`src/rtl/core/lcs_length_ratio_top_macros.svh`:
```
// Assertion macros for the lcs_length_ratio top level.
// Expects clk and rst (active high) in the scope of every use.
`ifndef LCS_LENGTH_RATIO_TOP_MACROS_SVH
`define LCS_LENGTH_RATIO_TOP_MACROS_SVH

// Same-cycle implication, checked at every rising edge outside reset.
`define LCSR_ASSERT_SAME(label, ante, cons, msg) \
  label: assert property (@(posedge clk) disable iff (rst) (ante) |-> (cons)) \
    else $error(msg);

// Next-cycle implication, checked at every rising edge outside reset.
`define LCSR_ASSERT_NEXT(label, ante, cons, msg) \
  label: assert property (@(posedge clk) disable iff (rst) (ante) |=> (cons)) \
    else $error(msg);

`endif

```
`src/rtl/core/lcsr_pkg.sv`:
```
// Shared types and constants of the lcs_length_ratio block.
// No dependencies; imported by the divider and the top level.
`timescale 1ns / 1ps
package lcsr_pkg;

  // Item kinds on the command port.
  typedef enum logic [1:0] {
    KIND_A   = 2'd0,
    KIND_B   = 2'd1,
    KIND_FIN = 2'd2
  } kind_t;

  // Top-level sequencer states.
  typedef enum logic [2:0] {
    ST_IDLE  = 3'b001,
    ST_DRAIN = 3'b010,
    ST_DIV   = 3'b100
  } state_t;

  // Field widths of the result item and of the divider step counter.
  localparam int LEN_W     = 7;
  localparam int FRAC_BITS = 16;
  localparam int Q_BITS    = FRAC_BITS + 1;
  localparam int STEP_W    = $clog2(Q_BITS + 1);

endpackage

```
`src/rtl/core/lcsr_div.sv`:
```
// Restoring divider for the Q1.16 ratio, one quotient bit per cycle.
// Depends on lcsr_pkg for the quotient and step-counter widths.
`timescale 1ns / 1ps
module lcsr_div #(
  parameter int CNT_W = 7
) (
  input  logic                      clk,
  input  logic                      rst,
  input  logic                      start,
  input  logic [CNT_W-1:0]          dividend,
  input  logic [CNT_W-1:0]          divisor,
  output logic                      done,
  output logic [lcsr_pkg::Q_BITS-1:0] quotient
);
  import lcsr_pkg::*;

  logic [CNT_W:0]      rem;
  logic [CNT_W-1:0]    div_r;
  logic [STEP_W-1:0]   step;
  logic                running;
  logic                ge;
  logic [CNT_W:0]      rem_sub;

  // Trial subtract of the divisor from the partial remainder
  always_comb begin
    ge      = (rem >= {1'b0, div_r});
    rem_sub = ge ? (rem - {1'b0, div_r}) : rem;
  end

  // Sequence the quotient steps
  always_ff @(posedge clk) begin
    if (rst) begin
      running <= 1'b0;
      done    <= 1'b0;
      step    <= '0;
    end else begin
      done <= 1'b0;
      if (start) begin
        running <= 1'b1;
        step    <= STEP_W'(Q_BITS);
      end else if (running) begin
        step <= step - STEP_W'(1);
        if (step == STEP_W'(1)) begin
          running <= 1'b0;
          done    <= 1'b1;
        end
      end
    end
  end

  // Shift the remainder and collect quotient bits
  always_ff @(posedge clk) begin
    if (start) begin
      rem      <= {1'b0, dividend};
      div_r    <= divisor;
      quotient <= '0;
    end else if (running) begin
      rem      <= {rem_sub[CNT_W-1:0], 1'b0};
      quotient <= {quotient[Q_BITS-2:0], ge};
    end
  end

endmodule

```
`config.mk`:
```
export PLATFORM = sky130hd
export DESIGN_NAME = lcsr_div
export DESIGN_NICKNAME = d
export VERILOG_FILES = /design/src/rtl/core/lcs_length_ratio_top_macros.svh /design/src/rtl/core/lcsr_pkg.sv /design/src/rtl/core/lcsr_div.sv
export SDC_FILE = /design/constraint.sdc
export NUM_CORES = 1
export LEC_CHECK = 0
export BUFFER_PORTS_ARGS = -buffer_cell sky130_fd_sc_hd__buf_2
export CAP_MARGIN = 25
export CORE_ASPECT_RATIO = 1.75
export CORE_UTILIZATION = 40
export CTS_BUF_LIST = sky130_fd_sc_hd__clkbuf_8 sky130_fd_sc_hd__clkbuf_16
export DETAILED_ROUTE_END_ITERATION = 7
export GPL_ROUTABILITY_DRIVEN = 0
export GPL_TIMING_DRIVEN = 0
export PLACE_DENSITY = 0.68
export SYNTH_ARGS = -nofsm -noshare
export SYNTH_HDL_FRONTEND = slang
export SYNTH_SLANG_ARGS = --single-unit
```
`constraint.sdc`:
```
create_clock -name clk -period 3.4 [get_ports clk]
set_clock_uncertainty 0.2 [all_clocks]
set_input_delay 0 -clock clk [delete_from_list [all_inputs] [get_ports clk]]
set_output_delay 0 -clock clk [all_outputs]
set_load 0.02 [all_outputs]
```
==> results by group <==
Run status
  – Status: finished clean

Clock tree
  – Clock Sinks: 39
  – Root Driver: clkbuf_8
  – Clock Path Buffers: 2
  – Register clock-pin slew on the reported worst setup and hold paths: 0.07 ns
  – Clock latency on the worst-skew pair: 0.28 ns
  – CTS tree: built
  – Clock buffer count from CTS: 5
  – H-tree levels: 2

Finish
  – # diodes: 0
  – Layout cells sized above 1: 22.0%
  – Area growth syn-to-layout: 25.3%
  – Final Net Count: 262

Logic synthesis
  – Mux contribution to synthesized area: 13.1%
  – Leading register cell type out of synthesis: dfxtp_1
  – Synth top area cells: dfxtp_1 (27%), edfxtp_1 (22%), mux2i_1 (11%), nor2_1 (6.2%), ha_1 (6.0%)
  – Synth Area in Compound Gates: 7.94%
  – Yosys synthesis warning count: 0
  – Distinct cells, synth: 42
  – Synth Net Count: 205
  – Yosys reg bits: 39
  – XOR/XNOR Fraction of Synth Area: 2.80%
  – Syn avg cell area: 10.5 sq um
  – FFs w/ async S/R, synth: 0%
  – Cell Area, Synth: 1870 sq um
  – Number of synthesized flops with an enable pin: 14
  – Most common cell in the netlist: nor2_1
  – Register area share after synthesis: 49.1%
  – Commonest cells post-synth: nor2_1 (31), dfxtp_1 (25), mux2i_1 (20)
  – Mapped Cells: 178
  – Largest family of logic cells by synthesized area: simple AND/OR/NAND/NOR gates
  – Post-Synth Adder-Cell Area: 7.08%
  – Post-Synth Simple-Gate Area: 15.7%
  – Share of the synthesized area in the top cell type: 26.7%
  – Largest area contributor in the netlist: dfxtp_1

Critical path
  – Setup crit end kind: flop
  – FF-to-FF Start: rem[6]
  – Crit path kind: flop to flop
  – WP data required: 3.24 ns
  – Setup crit start kind: flop
  – Critical Path Start: rem[6]
  – CP max FO: 8
  – Worst EP arrival: 2.37 ns

Timing
  – Slew Viols, Final: 0
  – Max_slew headroom: 63.6%
  – Setup-failing EPs final: 0
  – Fin crit share: 74.4%
  – Final hold vios: 0
  – Worst hold slack: 0.225 ns
  – Fin crit period: 2.53 ns
  – Worst-margin pin slew: 0.546 ns
  – RSZ-0062 raised after global routing: no
  – Max Fclk: 395 MHz
  – Setup_tns: 0 ns

Floorplanning
  – Chip height: 92.6 um
  – Die Area: 4970 sq um
  – Core Region: 4440 sq um
  – Die Span X: 53.7 um
  – Floorplan row count: 32
  – Initial Util: 42.2%
  – Io pins: 35

Drt
  – # DRC: 0
  – Vias: 1454
  – DRT iter0 DRCs: 14
  – Final WL: 3760 um
  – Final ANT Viol Nets: 0
  – Wire per inst: 13.1 um
  – First drt pass iteration count: 4
  – Vias per inst: 5.07

Placed design
  – Input/output buffers: 34
  – HPWL after detailed placement: 2740 um

Pwr
  – Pleak: 1.04 nW
  – Worst vdd ir: 0.000425 V
  – Pwr Density: 501 nW/um^2

Global routing
  – First-pass GRT wire length: 6400 um
  – Number of global-route vias before repair: 1419
  – Global route total overflow: 0
  – Largest net degree at the start of global routing: 12
  – Antenna violations before repair: 0
  – GRT Overall Usage: 17.8%

Min path
  – Tightest Hold Check Type: input port to flop
  – Hold path startpoint: divisor[4]

Flow run
  – Number of max-cap violations: 0
[flip-flops by register name, summed over array words and instances, names as in the netlist]
register and count:
running 1, quotient 17, done 1, rem 8
div_r 7, step 5
[routing by layer]
metal / wire [um] / share of wire, % / global-route usage (%) / vias to the layer above
met5: 0 / 0 / 0 / -
met2: 2110 / 56 / 31.8 / 25
met4: 55 / 1.5 / 7.46 / 0
met1: 1470 / 39 / 18.8 / 685
met3: 130 / 3.5 / 4.11 / 5
li1: - / - / - / 739
[placed cells by master, fill, tap and decap left out, drive strengths merged, types with 2 or more instances in the layout]
cell type | synthesis | final
buf | 3 | 37
nor2 | 31 | 31
dfxtp | 25 | 25
mux2i | 20 | 20
dlygate4sd3 | 0 | 16
inv | 11 | 14
edfxtp | 14 | 14
clkbuf | 5 | 10
ha | 9 | 9
nor3 | 6 | 6
nand2 | 5 | 5
nor2b | 5 | 5
a21oi | 5 | 5
mux2 | 4 | 4
xor2 | 4 | 4
a211oi | 3 | 3
or2 | 2 | 2
nand3 | 2 | 2
nand2b | 2 | 2
xnor2 | 2 | 2
nor4b | 2 | 2
[power breakdown]
group,leakage (nW),internal (mW),switching (mW),total (mW)
Combinational,0.646,0.168,0.182,0.350
Clock,0.0519,0.137,0.146,0.283
Sequential,0.343,0.526,0.0198,0.545
[metrics by stage]
stage	utilization (%)	total power, mW	setup slack, ns	instance area (sq um)	std cells
5_1_grt	52.8	1.26	0.735	2350	287
3_3_place_gp	47.4	0.886	0.863	2110	263
4_1_cts	52.8	1.19	0.847	2350	287
3_5_place_dp	47.4	0.892	0.854	2110	263
2_1_floorplan	-	0.816	1.04	1870	178
6_report	52.8	1.18	0.869	2350	287
[path summary, 6_finish.rpt]
path         depth (start not counted)  slack (ns)      endpoint
max                                  6        0.87        rem[4]
min                                  2        0.22      div_r[4]
max reg2reg                          6        0.87        rem[4]
min reg2reg                          2        0.30  quotient[16]
[kinds of logic after synthesis]
logic type / after synthesis
DFF: 39
adders and majority gates: 10
muxes: 24
xor gates and xnor gates: 6
buffers and inverters: 19
AOI/OAI and AO/OA: 19
and+or+nand+nor: 61
[cell type report]
type,instances,area (sq um)
plain buffers,8,38.8
clock buffers,5,68.8
flip-flops and latches,39,921
multi-input cells,120,873
inverters,11,41.3
repair buffers,50,330
clock inverters,3,11.3
well taps,51,63.8
fillers,409,2100
[critical path: stages, from the launching register on]
cell and delay, ns:
edfxtp_1 0.40, ha_1 0.41, a211oi_2 0.24, nand2_1 0.09
nor3_2 0.32, mux2_2 0.37, mux2_2 0.26
[what timing repair did]
item,in CTS,in global routing
buffers inserted,0,0
hold endpoints to repair,28,0
gates resized for setup,0,0
hold buffers,16,0
Power figures use the tool's default switching activity.
