<file path="config.mk">
export PLATFORM = sky130hd
export DESIGN_NAME = lcsr_cell
export DESIGN_NICKNAME = d
export VERILOG_FILES = /design/src/rtl/core/lcs_length_ratio_top_macros.svh /design/src/rtl/core/lcsr_cell.sv
export SDC_FILE = /design/constraint.sdc
export NUM_CORES = 1
export LEC_CHECK = 0
export BUFFER_PORTS_ARGS = -buffer_cell sky130_fd_sc_hd__buf_2
export CORE_MARGIN = 1.5
export CORE_UTILIZATION = 46
export CTS_CLUSTER_DIAMETER = 150
export DETAILED_ROUTE_END_ITERATION = 10
export PLACE_DENSITY = 0.74
export SYNTH_ARGS = -nofsm -noshare
export SYNTH_HDL_FRONTEND = slang
export SYNTH_SLANG_ARGS = --single-unit
</file>
<file path="constraint.sdc">
create_clock -name clk -period 5.3 [get_ports clk]
set_input_delay 0.795 -clock clk [delete_from_list [all_inputs] [get_ports clk]]
set_output_delay 0.795 -clock clk [all_outputs]
set_load 0.005 [all_outputs]
</file>
<file path="src/rtl/core/lcs_length_ratio_top_macros.svh">
// Assertion macros for the lcs_length_ratio top level.
// Expects clk and rst (active high) in the scope of every use.
`ifndef LCS_LENGTH_RATIO_TOP_MACROS_SVH
`define LCS_LENGTH_RATIO_TOP_MACROS_SVH

// Same-cycle implication, checked at every rising edge outside reset.
`define LCSR_ASSERT_SAME(label, ante, cons, msg) \
  label: assert property (@(posedge clk) disable iff (rst) (ante) |-> (cons)) \
    else $error(msg);

// Next-cycle implication, checked at every rising edge outside reset.
`define LCSR_ASSERT_NEXT(label, ante, cons, msg) \
  label: assert property (@(posedge clk) disable iff (rst) (ante) |=> (cons)) \
    else $error(msg);

`endif

</file>
<file path="src/rtl/core/lcsr_cell.sv">
// One systolic DP cell: holds one a symbol and its DP value.
// No package dependencies; instantiated in a row by lcs_length_ratio_top.
`timescale 1ns / 1ps
module lcsr_cell #(
  parameter int IDX   = 0,
  parameter int CNT_W = 7,
  parameter int SYM_W = 8
) (
  input  logic             clk,
  input  logic             rst,
  input  logic             clear,
  input  logic             a_wr,
  input  logic [CNT_W-1:0] a_count,
  input  logic [SYM_W-1:0] a_sym_in,
  input  logic             in_valid,
  input  logic [SYM_W-1:0] in_sym,
  input  logic [CNT_W-1:0] in_up,
  input  logic [CNT_W-1:0] in_diag,
  input  logic [CNT_W-1:0] in_lcs,
  output logic             out_valid,
  output logic [SYM_W-1:0] out_sym,
  output logic [CNT_W-1:0] out_up,
  output logic [CNT_W-1:0] out_diag,
  output logic [CNT_W-1:0] out_lcs
);

  logic [SYM_W-1:0] a_sym;
  logic [CNT_W-1:0] dp;
  logic [CNT_W-1:0] cell_val;
  logic             is_last;

  // This cell holds the final a symbol when the count points just past it
  assign is_last = (a_count == CNT_W'(IDX + 1));

  // DP update: diagonal plus one on a match, else the larger neighbor
  always_comb begin
    if (in_sym == a_sym) begin
      cell_val = in_diag + CNT_W'(1);
    end else if (dp > in_up) begin
      cell_val = dp;
    end else begin
      cell_val = in_up;
    end
  end

  // Capture the a symbol addressed to this cell
  always_ff @(posedge clk) begin
    if (a_wr && (a_count == CNT_W'(IDX))) begin
      a_sym <= a_sym_in;
    end
  end

  // Advance the wavefront; pick up the LCS at the final cell
  always_ff @(posedge clk) begin
    if (rst || clear) begin
      out_valid <= 1'b0;
      dp        <= '0;
      out_lcs   <= '0;
    end else begin
      out_valid <= in_valid;
      if (in_valid) begin
        dp      <= cell_val;
        out_lcs <= is_last ? cell_val : in_lcs;
      end
    end
  end

  // Hand symbol, new value and old value to the next cell
  always_ff @(posedge clk) begin
    if (in_valid) begin
      out_sym  <= in_sym;
      out_up   <= cell_val;
      out_diag <= dp;
    end
  end

endmodule

</file>
==> metrics.md, run 1 <==
| Metric | Value |
|---|---|
| Status | `finished, final reports clean` |
| Path type of the worst min-delay path | `flop to flop` |
| Clock transition at the register clock pins on the worst setup and hold paths after CTS | `0.08 ns` |
| Post-synthesis adder-cell area fraction | `under 10%` |
| Clock net sink count | `45` |
| Number of flops mapped to enable cells by yosys | `30` |
| Area growth, synth to finish | `22.65%` |
| Power per cell area | `262.1 nW/µm²` |
| Synthesized instance count | `207` |
| Sequential cell area fraction in the yosys report | `51.28%` |
| Ports placed on the boundary | `79` |
| WHS | `about 0.47 ns` |
| Setup repair after global routing missed its margin | `no` |
| Clock tree root buffer cell | `clkbuf_8` |
| Sum Neg Setup Slack | `0 ns` |
| Cell with the most instances after synthesis | `edfxtp_1` |
| Number of buffers on the longest clock path | `2` |
| Total detailed-routing wirelength | `5218 µm` |
| Number of cells on the worst reg-to-reg path | `5` |
| CTS H-Tree Depth | `2` |
| Peak fanout along the critical path | `15` |
| Antenna cells | `0` |
| Final instance area | `2873 µm²` |
| Max IR drop VDD | `0.1469 mV` |
| Time the worst path needs with I/O delays and setup | `approximately 2.8 ns` |
| Type of destination of the critical path | `flop` |
| Number of cells after detailed placement | `~340` |
| Port-buffer cells | `78` |
| Placer congestion estimate | `approximately 1.0` |
| Most frequently used flop master after synthesis | `edfxtp_1` |
| Average footprint of a synthesized cell | `11.32 µm²` |
| Total power of the final layout | `0.7530 mW` |
| XOR/XNOR Fraction of Synth Area | `between 4 and 5%` |
| Part of the cycle the worst path needs | `a little over half` |
| Maximum number of pins on one net before global-route repair | `46` |
| GR Util All Layers | `19.72%` |
| Most frequent cells after synthesis | `30 x edfxtp_1, 16 x inv_1, 15 x dfxtp_1` |
| Cell Int Power | `0.5771 mW` |
| Beginning of the worst register-to-register path | `a_sym[1]$_DFFE_PP_` |
| Post-Layout Cell Count | `350` |
| Share of flip-flops with an asynchronous set or reset | `0%` |
| Die Y-Extent | `74.36 µm` |
| Fin util | `59.64%` |
| Mux share of post-synthesis cell area | `0%` |
| Simple-gate share of the synthesized area | `roughly 16%` |
| Post-CTS Hold Buffers | `0` |
| Clock Skew | `0.008346 ns` |
| Area share of the largest cell type after synthesis | `38.46%` |
| Fmax | `around 0.36 GHz` |
| Setup slack after placement | `2.239 ns` |
| Post-synth top area cell | `edfxtp_1` |
| Final HPWL from detailed placement | `3959 µm` |
| Critical Path Start | `in_sym[1]` |
| Area of the placeable core | `4817 µm²` |
| Startpoint of the worst hold path | `dp[0]$_SDFFE_PP0P_` |
| Drt via density | `5.551` |
| Sequential power share | `52.8%` |
| Overall die width | `74.36 µm` |
| P_leak | `between 1 and 1.5 nW` |
| Critical path type | `input port to flop` |
| Std-Cell Rows | `25` |
| Antenna violations before repair | `0` |
| Largest family of logic cells by synthesized area | `compound AO/OA/AOI/OAI gates` |
| MaxCap Viol Count | `0` |
| Final-report hold violation count | `0` |
| DR vias | `1,943` |
| Total Die Area | `5529 µm²` |
| Insertion delay to the later sink of the worst-skew pair | `0.30 ns` |
| Register area | `1201 µm²` |
| Count of TritonRoute iterations in the first routing pass | `4` |
| Critical register-to-register path endpoint | `out_lcs[5]$_SDFFE_PP0P_` |
| Net Sw Frac | `23.35%` |
| Post-synthesis compound-gate area fraction | `a little under 20%` |
| WHS Path Cells | `0` |
| Yosys warning count | `0` |
| Post-detailed-route count of antenna-violating nets | `0` |
| Synthesized flop and latch total | `45` |
| Total of fill cells in the finished design | `about 430` |
| Total congestion overflow | `0` |
| Layout cells sized above 1 | `35.34%` |
| Detailed Route Iter0 Violations | `132` |
| Final-report max-slew violation count | `0` |
| Clock buffer count from CTS | `5` |
| Portion of total power attributed to the clock network | `33.8%` |
| Nets | `339` |
| Net switching power figure | `between 0.15 and 0.2 mW` |
| Netlist cell types | `42` |
| Terminating pin of the worst hold path | `out_diag[0]$_DFFE_PP_` |
| Comb power frac | `approximately an eighth` |
| Placed inst area | `about 2800 µm²` |
| Worst relative slew slack | `40.22%` |
| Worst Tran Pin Value | `0.8894 ns` |
| DRC viols | `0` |
| Effective utilization at floorplan | `about half` |
| Dominant cells by area after synthesis | `edfxtp_1 38%, dfxtp_1 13%, ha_1 4.3%` |
| Final setup violation count | `0` |
| Total area of multi-input combinational cells | `1026 µm²` |
| Critical Path RT | `5.49 ns` |
| Vias in the first global route | `1,653` |
| Netlist area before placement | `2342 µm²` |
| Cells resized by post-CTS repair | `0` |
| Clock tree from TritonCTS | `built` |
| Post-route setup slack | `about 2.5 ns` |
| Kind of start point of the critical path | `input port` |
| Critical path data arrival time | `2.96 ns` |
| First-pass GRT wire length | `between 8000 and 9000 µm` |
| Number of post-CTS setup repair buffers | `0` |
| WL per Instance | `14.91 µm` |
| Mapped Nets | `264` |
| R2R setup slack | `2.71 ns` |
-- sequential cells by signal, summed over array words and instances (netlist names) --
name and cells:
a_sym 8, out_sym 8, dp 7, out_diag 7, out_lcs 7, out_up 7
out_valid 1
-- logic make-up after synthesis --
logic type / after synthesis
buf+inv: 26
simple gates: 62
fa+ha+maj: 8
compound gates: 55
xor+xnor: 11
flops: 45
-- per-layer routing --
layer / up-vias / share of wire (%) / global-route usage, %
li1: 943 / - / -
met1: 909 / 46 / 27.65
met2: 81 / 47 / 30.16
met3: 10 / 5.8 / 3.523
met4: 0 / 2.0 / 8.485
met5: - / 0 / 0
-- final cells by class --
class | instances | share of cell area [%]
clock inverter | 2 | 1.350
timing repair buffer | 78 | 13.59
tap | 67 | 2.918
multi-input combinational | 136 | 35.71
clock buffer | 6 | 2.526
sequential | 45 | 41.81
inverter | 16 | 2.091
-- worst max-delay path: stages --
cell,delay (ns)
buf_2,0.11
xor2_1,0.14
nor4_2,0.79
and2_1,0.58
o31ai_1,0.20
a2111oi_1,0.34
-- worst max-delay path by stage --
stage	end	slack, ns
2_1_floorplan	out_up[0]$_DFFE_PP_	2.91
3_3_place_gp	out_lcs[5]$_SDFFE_PP0P_	2.33
3_5_place_dp	out_lcs[4]$_SDFFE_PP0P_	2.24
4_1_cts	out_lcs[2]$_SDFFE_PP0P_	2.53
5_1_grt	out_lcs[4]$_SDFFE_PP0P_	2.28
6_report	out_lcs[5]$_SDFFE_PP0P_	2.53
-- placed cells by master (no fill, tap or decap), types with 2 or more instances in the layout --
cell type / Yosys / routed
inv_1: 16 / 16
a21oi_2: 3 / 3
a2111oi_1: 4 / 4
xor2_1: 10 / 10
o211ai_1: 6 / 6
or3_1: 2 / 2
clkbuf_8: 0 / 5
a21o_1: 2 / 2
edfxtp_1: 30 / 30
nor2_1: 9 / 9
o21ai_0: 9 / 9
nand2_1: 4 / 4
a2111oi_2: 2 / 2
buf_2: 2 / 78
nor3_1: 6 / 6
o32ai_2: 4 / 4
and2_1: 2 / 2
nand3b_1: 6 / 6
nor3b_1: 7 / 7
nand3_1: 9 / 9
and3_1: 7 / 7
ha_1: 8 / 8
dfxtp_1: 15 / 15
o32ai_1: 2 / 2
nor4_2: 2 / 2
o31ai_1: 9 / 9
nor4_1: 2 / 2
nand4_1: 2 / 2
a21oi_1: 7 / 7
-- power groups by stage --
stage | combinational (mW) | clock [mW] | sequential, mW
after CTS | 0.100 | 0.260 | 0.398
after floorplan | 0.0498 | 0 | 0.407
after global routing | 0.111 | 0.271 | 0.400
after global placement | 0.0985 | 0 | 0.406
after detailed placement | 0.0995 | 0 | 0.406
final | 0.101 | 0.255 | 0.398
No activity file was read; power rests on OpenSTA's default activity.
==> inputs of run 2 (changes only) <==
==> constraint.sdc (replaced) <==
create_clock -name clk -period 2.8 [get_ports clk]
set_input_delay 0.42 -clock clk [delete_from_list [all_inputs] [get_ports clk]]
set_output_delay 0.42 -clock clk [all_outputs]
set_load 0.005 [all_outputs]
==> metrics.md, run 2 (synthesized netlist as in run 1, its figures left out) <==
| Metric | Value |
|---|---|
| Status | `finished, final reports clean (unchanged)` |
| Insertion delay to the later sink of the worst-skew pair | `0.30 ns (about the same)` |
| Portion of total power attributed to the clock network | `30.2% (was 33.8%)` |
| Clock net sink count | `45 (unchanged)` |
| Path type of the worst min-delay path | `input port to flop (was flop to flop)` |
| Clock tree root buffer cell | `clkbuf_8 (unchanged)` |
| GR Util All Layers | `20.84% (was 19.72%)` |
| Time the worst path needs with I/O delays and setup | `2.195 ns` |
| Beginning of the worst register-to-register path | `a_sym[1]$_DFFE_PP_ (unchanged)` |
| Worst relative slew slack | `64.01% (was 40.22%)` |
| Cells resized by post-CTS repair | `0 (unchanged)` |
| Layout cells sized above 1 | `37.02% (was 35.34%)` |
| Final-report hold violation count | `0 (unchanged)` |
| Ports placed on the boundary | `79 (unchanged)` |
| Post-route setup slack | `0.6053 ns (was 2.530 ns)` |
| Number of cells on the worst reg-to-reg path | `5 (unchanged)` |
| Kind of start point of the critical path | `flop (was input port)` |
| Maximum number of pins on one net before global-route repair | `24 (was 46)` |
| WL per Instance | `14.67 µm (was 14.91 µm)` |
| Critical Path RT | `2.98 ns (was 5.49 ns)` |
| CTS H-Tree Depth | `2 (unchanged)` |
| Area of the placeable core | `4817 µm² (unchanged)` |
| Critical path endpoint | `out_lcs[4]$_SDFFE_PP0P_ (was out_lcs[5]$_SDFFE_PP0P_)` |
| Total area of multi-input combinational cells | `1026 µm² (unchanged)` |
| Nets | `345 (was 339)` |
| Critical Path Slowest Stage Cell | `and2_1 (was nor4_2)` |
| Total Die Area | `5529 µm² (unchanged)` |
| First-pass GRT wire length | `8390 µm (was 8107 µm)` |
| Cell Int Power | `1.006 mW (was 0.5771 mW)` |
| Die Y-Extent | `74.36 µm (unchanged)` |
| Buf+Inv Stages, Crit Path | `0 (was 1)` |
| Total detailed-routing wirelength | `5224 µm (was 5218 µm)` |
| Clock Skew | `0.005995 ns (was 0.008346 ns)` |
| Post-CTS Hold Buffers | `0 (unchanged)` |
| DR vias | `1,908 (was 1,943)` |
| Most common library cell in the layout ignoring fill and taps | `buf_2 (unchanged)` |
| Detailed Route Iter0 Violations | `202 (was 132)` |
| Critical path type | `flop to flop (was input port to flop)` |
| Antenna cells | `0 (unchanged)` |
| Clock transition at the register clock pins on the worst setup and hold paths after CTS | `0.09 ns (was 0.08 ns)` |
| Critical register-to-register path endpoint | `out_lcs[4]$_SDFFE_PP0P_ (was out_lcs[5]$_SDFFE_PP0P_)` |
| DRC viols | `0 (unchanged)` |
| Largest registers | `a_sym: 8 flops, out_sym: 8 flops (unchanged)` |
| Sum Neg Setup Slack | `0 ns (unchanged)` |
| Net Sw Frac | `25.86% (was 23.35%)` |
| Overall die width | `74.36 µm (unchanged)` |
| Total of fill cells in the finished design | `424 (was 427)` |
| Worst Tran Pin Value | `0.5399 ns (was 0.8894 ns)` |
| Placer congestion estimate | `0.8115 (was 1.019)` |
| Critical path data arrival time | `2.37 ns (was 2.96 ns)` |
| Vias in the first global route | `1,786 (was 1,653)` |
| Register area | `1201 µm² (unchanged)` |
| Delay contributed by the slowest stage of the critical path | `0.53 ns (was 0.79 ns)` |
| Part of the cycle the worst path needs | `78.38%` |
| Total congestion overflow | `0 (unchanged)` |
| Sequential power share | `55.5% (was 52.8%)` |
| Power per cell area | `468.3 nW/µm² (was 262.1 nW/µm²)` |
| Type of destination of the critical path | `flop (unchanged)` |
| Peak fanout along the critical path | `15 (unchanged)` |
| Top Family by Delay on Critical Path | `simple AND/OR/NAND/NOR gates (unchanged)` |
| Critical Path Start | `a_sym[1]$_DFFE_PP_ (was in_sym[1])` |
| Comb power frac | `14.3% (was 13.3%)` |
| Number of buffers on the longest clock path | `2 (unchanged)` |
| Max IR drop VDD | `0.3676 mV (was 0.1469 mV)` |
| Number of post-CTS setup repair buffers | `0 (unchanged)` |
| Drt via density | `5.360 (was 5.551)` |
| Std-Cell Rows | `25 (unchanged)` |
| Post-detailed-route count of antenna-violating nets | `0 (unchanged)` |
| WHS | `0.2833 ns (was 0.4723 ns)` |
| Chain of cells forming the critical path | `xor2_1 -> nor4_2 -> and2_1 -> o31ai_1 -> a2111oi_1 (was buf_2 -> xor2_1 -> nor4_2 -> and2_1 -> o31ai_1 -> a2111oi_1)` |
| Net switching power figure | `0.3508 mW (was 0.1758 mW)` |
| Area growth, synth to finish | `23.66% (was 22.65%)` |
| Antenna violations before repair | `0 (unchanged)` |
| Clock buffer count from CTS | `5 (unchanged)` |
| Effective utilization at floorplan | `48.62% (unchanged)` |
| Fmax | `0.4556 GHz` |
| Final HPWL from detailed placement | `4082 µm (was 3959 µm)` |
| Port-buffer cells | `78 (unchanged)` |
| Setup slack after placement | `0.4433 ns (was 2.239 ns)` |
| Number of logic stages on the critical path including buffering | `5 (was 6)` |
| Setup repair after global routing missed its margin | `no (unchanged)` |
| Commonest cells after routing, fill and taps aside | `78 x buf_2, 30 x edfxtp_1, 16 x inv_1 (unchanged)` |
| P_leak | `1.206 nW (was 1.188 nW)` |
| MaxCap Viol Count | `0 (unchanged)` |
| Clock tree from TritonCTS | `built (unchanged)` |
| Final setup violation count | `0 (unchanged)` |
| R2R setup slack | `0.61 ns (was 2.71 ns)` |
| Final-report max-slew violation count | `0 (unchanged)` |
| Count of TritonRoute iterations in the first routing pass | `4 (unchanged)` |
==> run 2: cell type report <==
cell class                      count  area share (%)
Sequential cell                    45           41.47
Multi-Input combinational cell    136           35.42
Timing Repair Buffer               84           15.03
Tap cell                           67           2.894
Clock buffer                        5           2.376
Inverter                           16           2.073
Clock inverter                      3          0.7343
==> run 2: how the worst min path moves through the flow <==
stage	end	depth (start not counted)	start	slack [ns]
after CTS	a_sym[4]$_DFFE_PP_	1	a_sym_in[4]	0.27
after global placement	out_diag[0]$_DFFE_PP_	0	dp[0]$_SDFFE_PP0P_	0.45
after global routing	a_sym[2]$_DFFE_PP_	1	a_sym_in[2]	0.27
after detailed placement	out_diag[0]$_DFFE_PP_	0	dp[0]$_SDFFE_PP0P_	0.47
after floorplan	out_diag[0]$_DFFE_PP_	0	dp[0]$_SDFFE_PP0P_	0.42
final	a_sym[2]$_DFFE_PP_	1	a_sym_in[2]	0.28
==> run 2: power groups by stage <==
stage / Sequential [mW] / Combinational [mW] / Clock (mW)
after detailed placement: 0.768 / 0.194 / 0
after global placement: 0.768 / 0.192 / 0
after global routing: 0.757 / 0.216 / 0.437
after floorplan: 0.771 / 0.0942 / 0
final: 0.753 / 0.194 / 0.409
after CTS: 0.753 / 0.195 / 0.415
==> run 2: layer usage <==
metal,up-vias,global-route usage [%],wire (µm),share of wire [%]
met3,12,4.336,342,6.5
met2,77,33.13,2374,45
met1,860,27.12,2384,46
li1,959,-,-,-
met5,-,0,0,0
met4,0,10.30,123,2.4
==> run 2: metrics by stage <==
stage / cell area (µm²) / power (mW) / cells / utilization (%)
2_1_floorplan: 2342 / 0.8647 / 207 / -
4_1_cts: 2897 / 1.363 / 356 / 60.13
3_3_place_gp: 2806 / 0.9599 / 348 / 58.26
5_1_grt: 2897 / 1.410 / 356 / 60.13
6_report: 2897 / 1.357 / 356 / 60.13
3_5_place_dp: 2806 / 0.9620 / 348 / 58.26
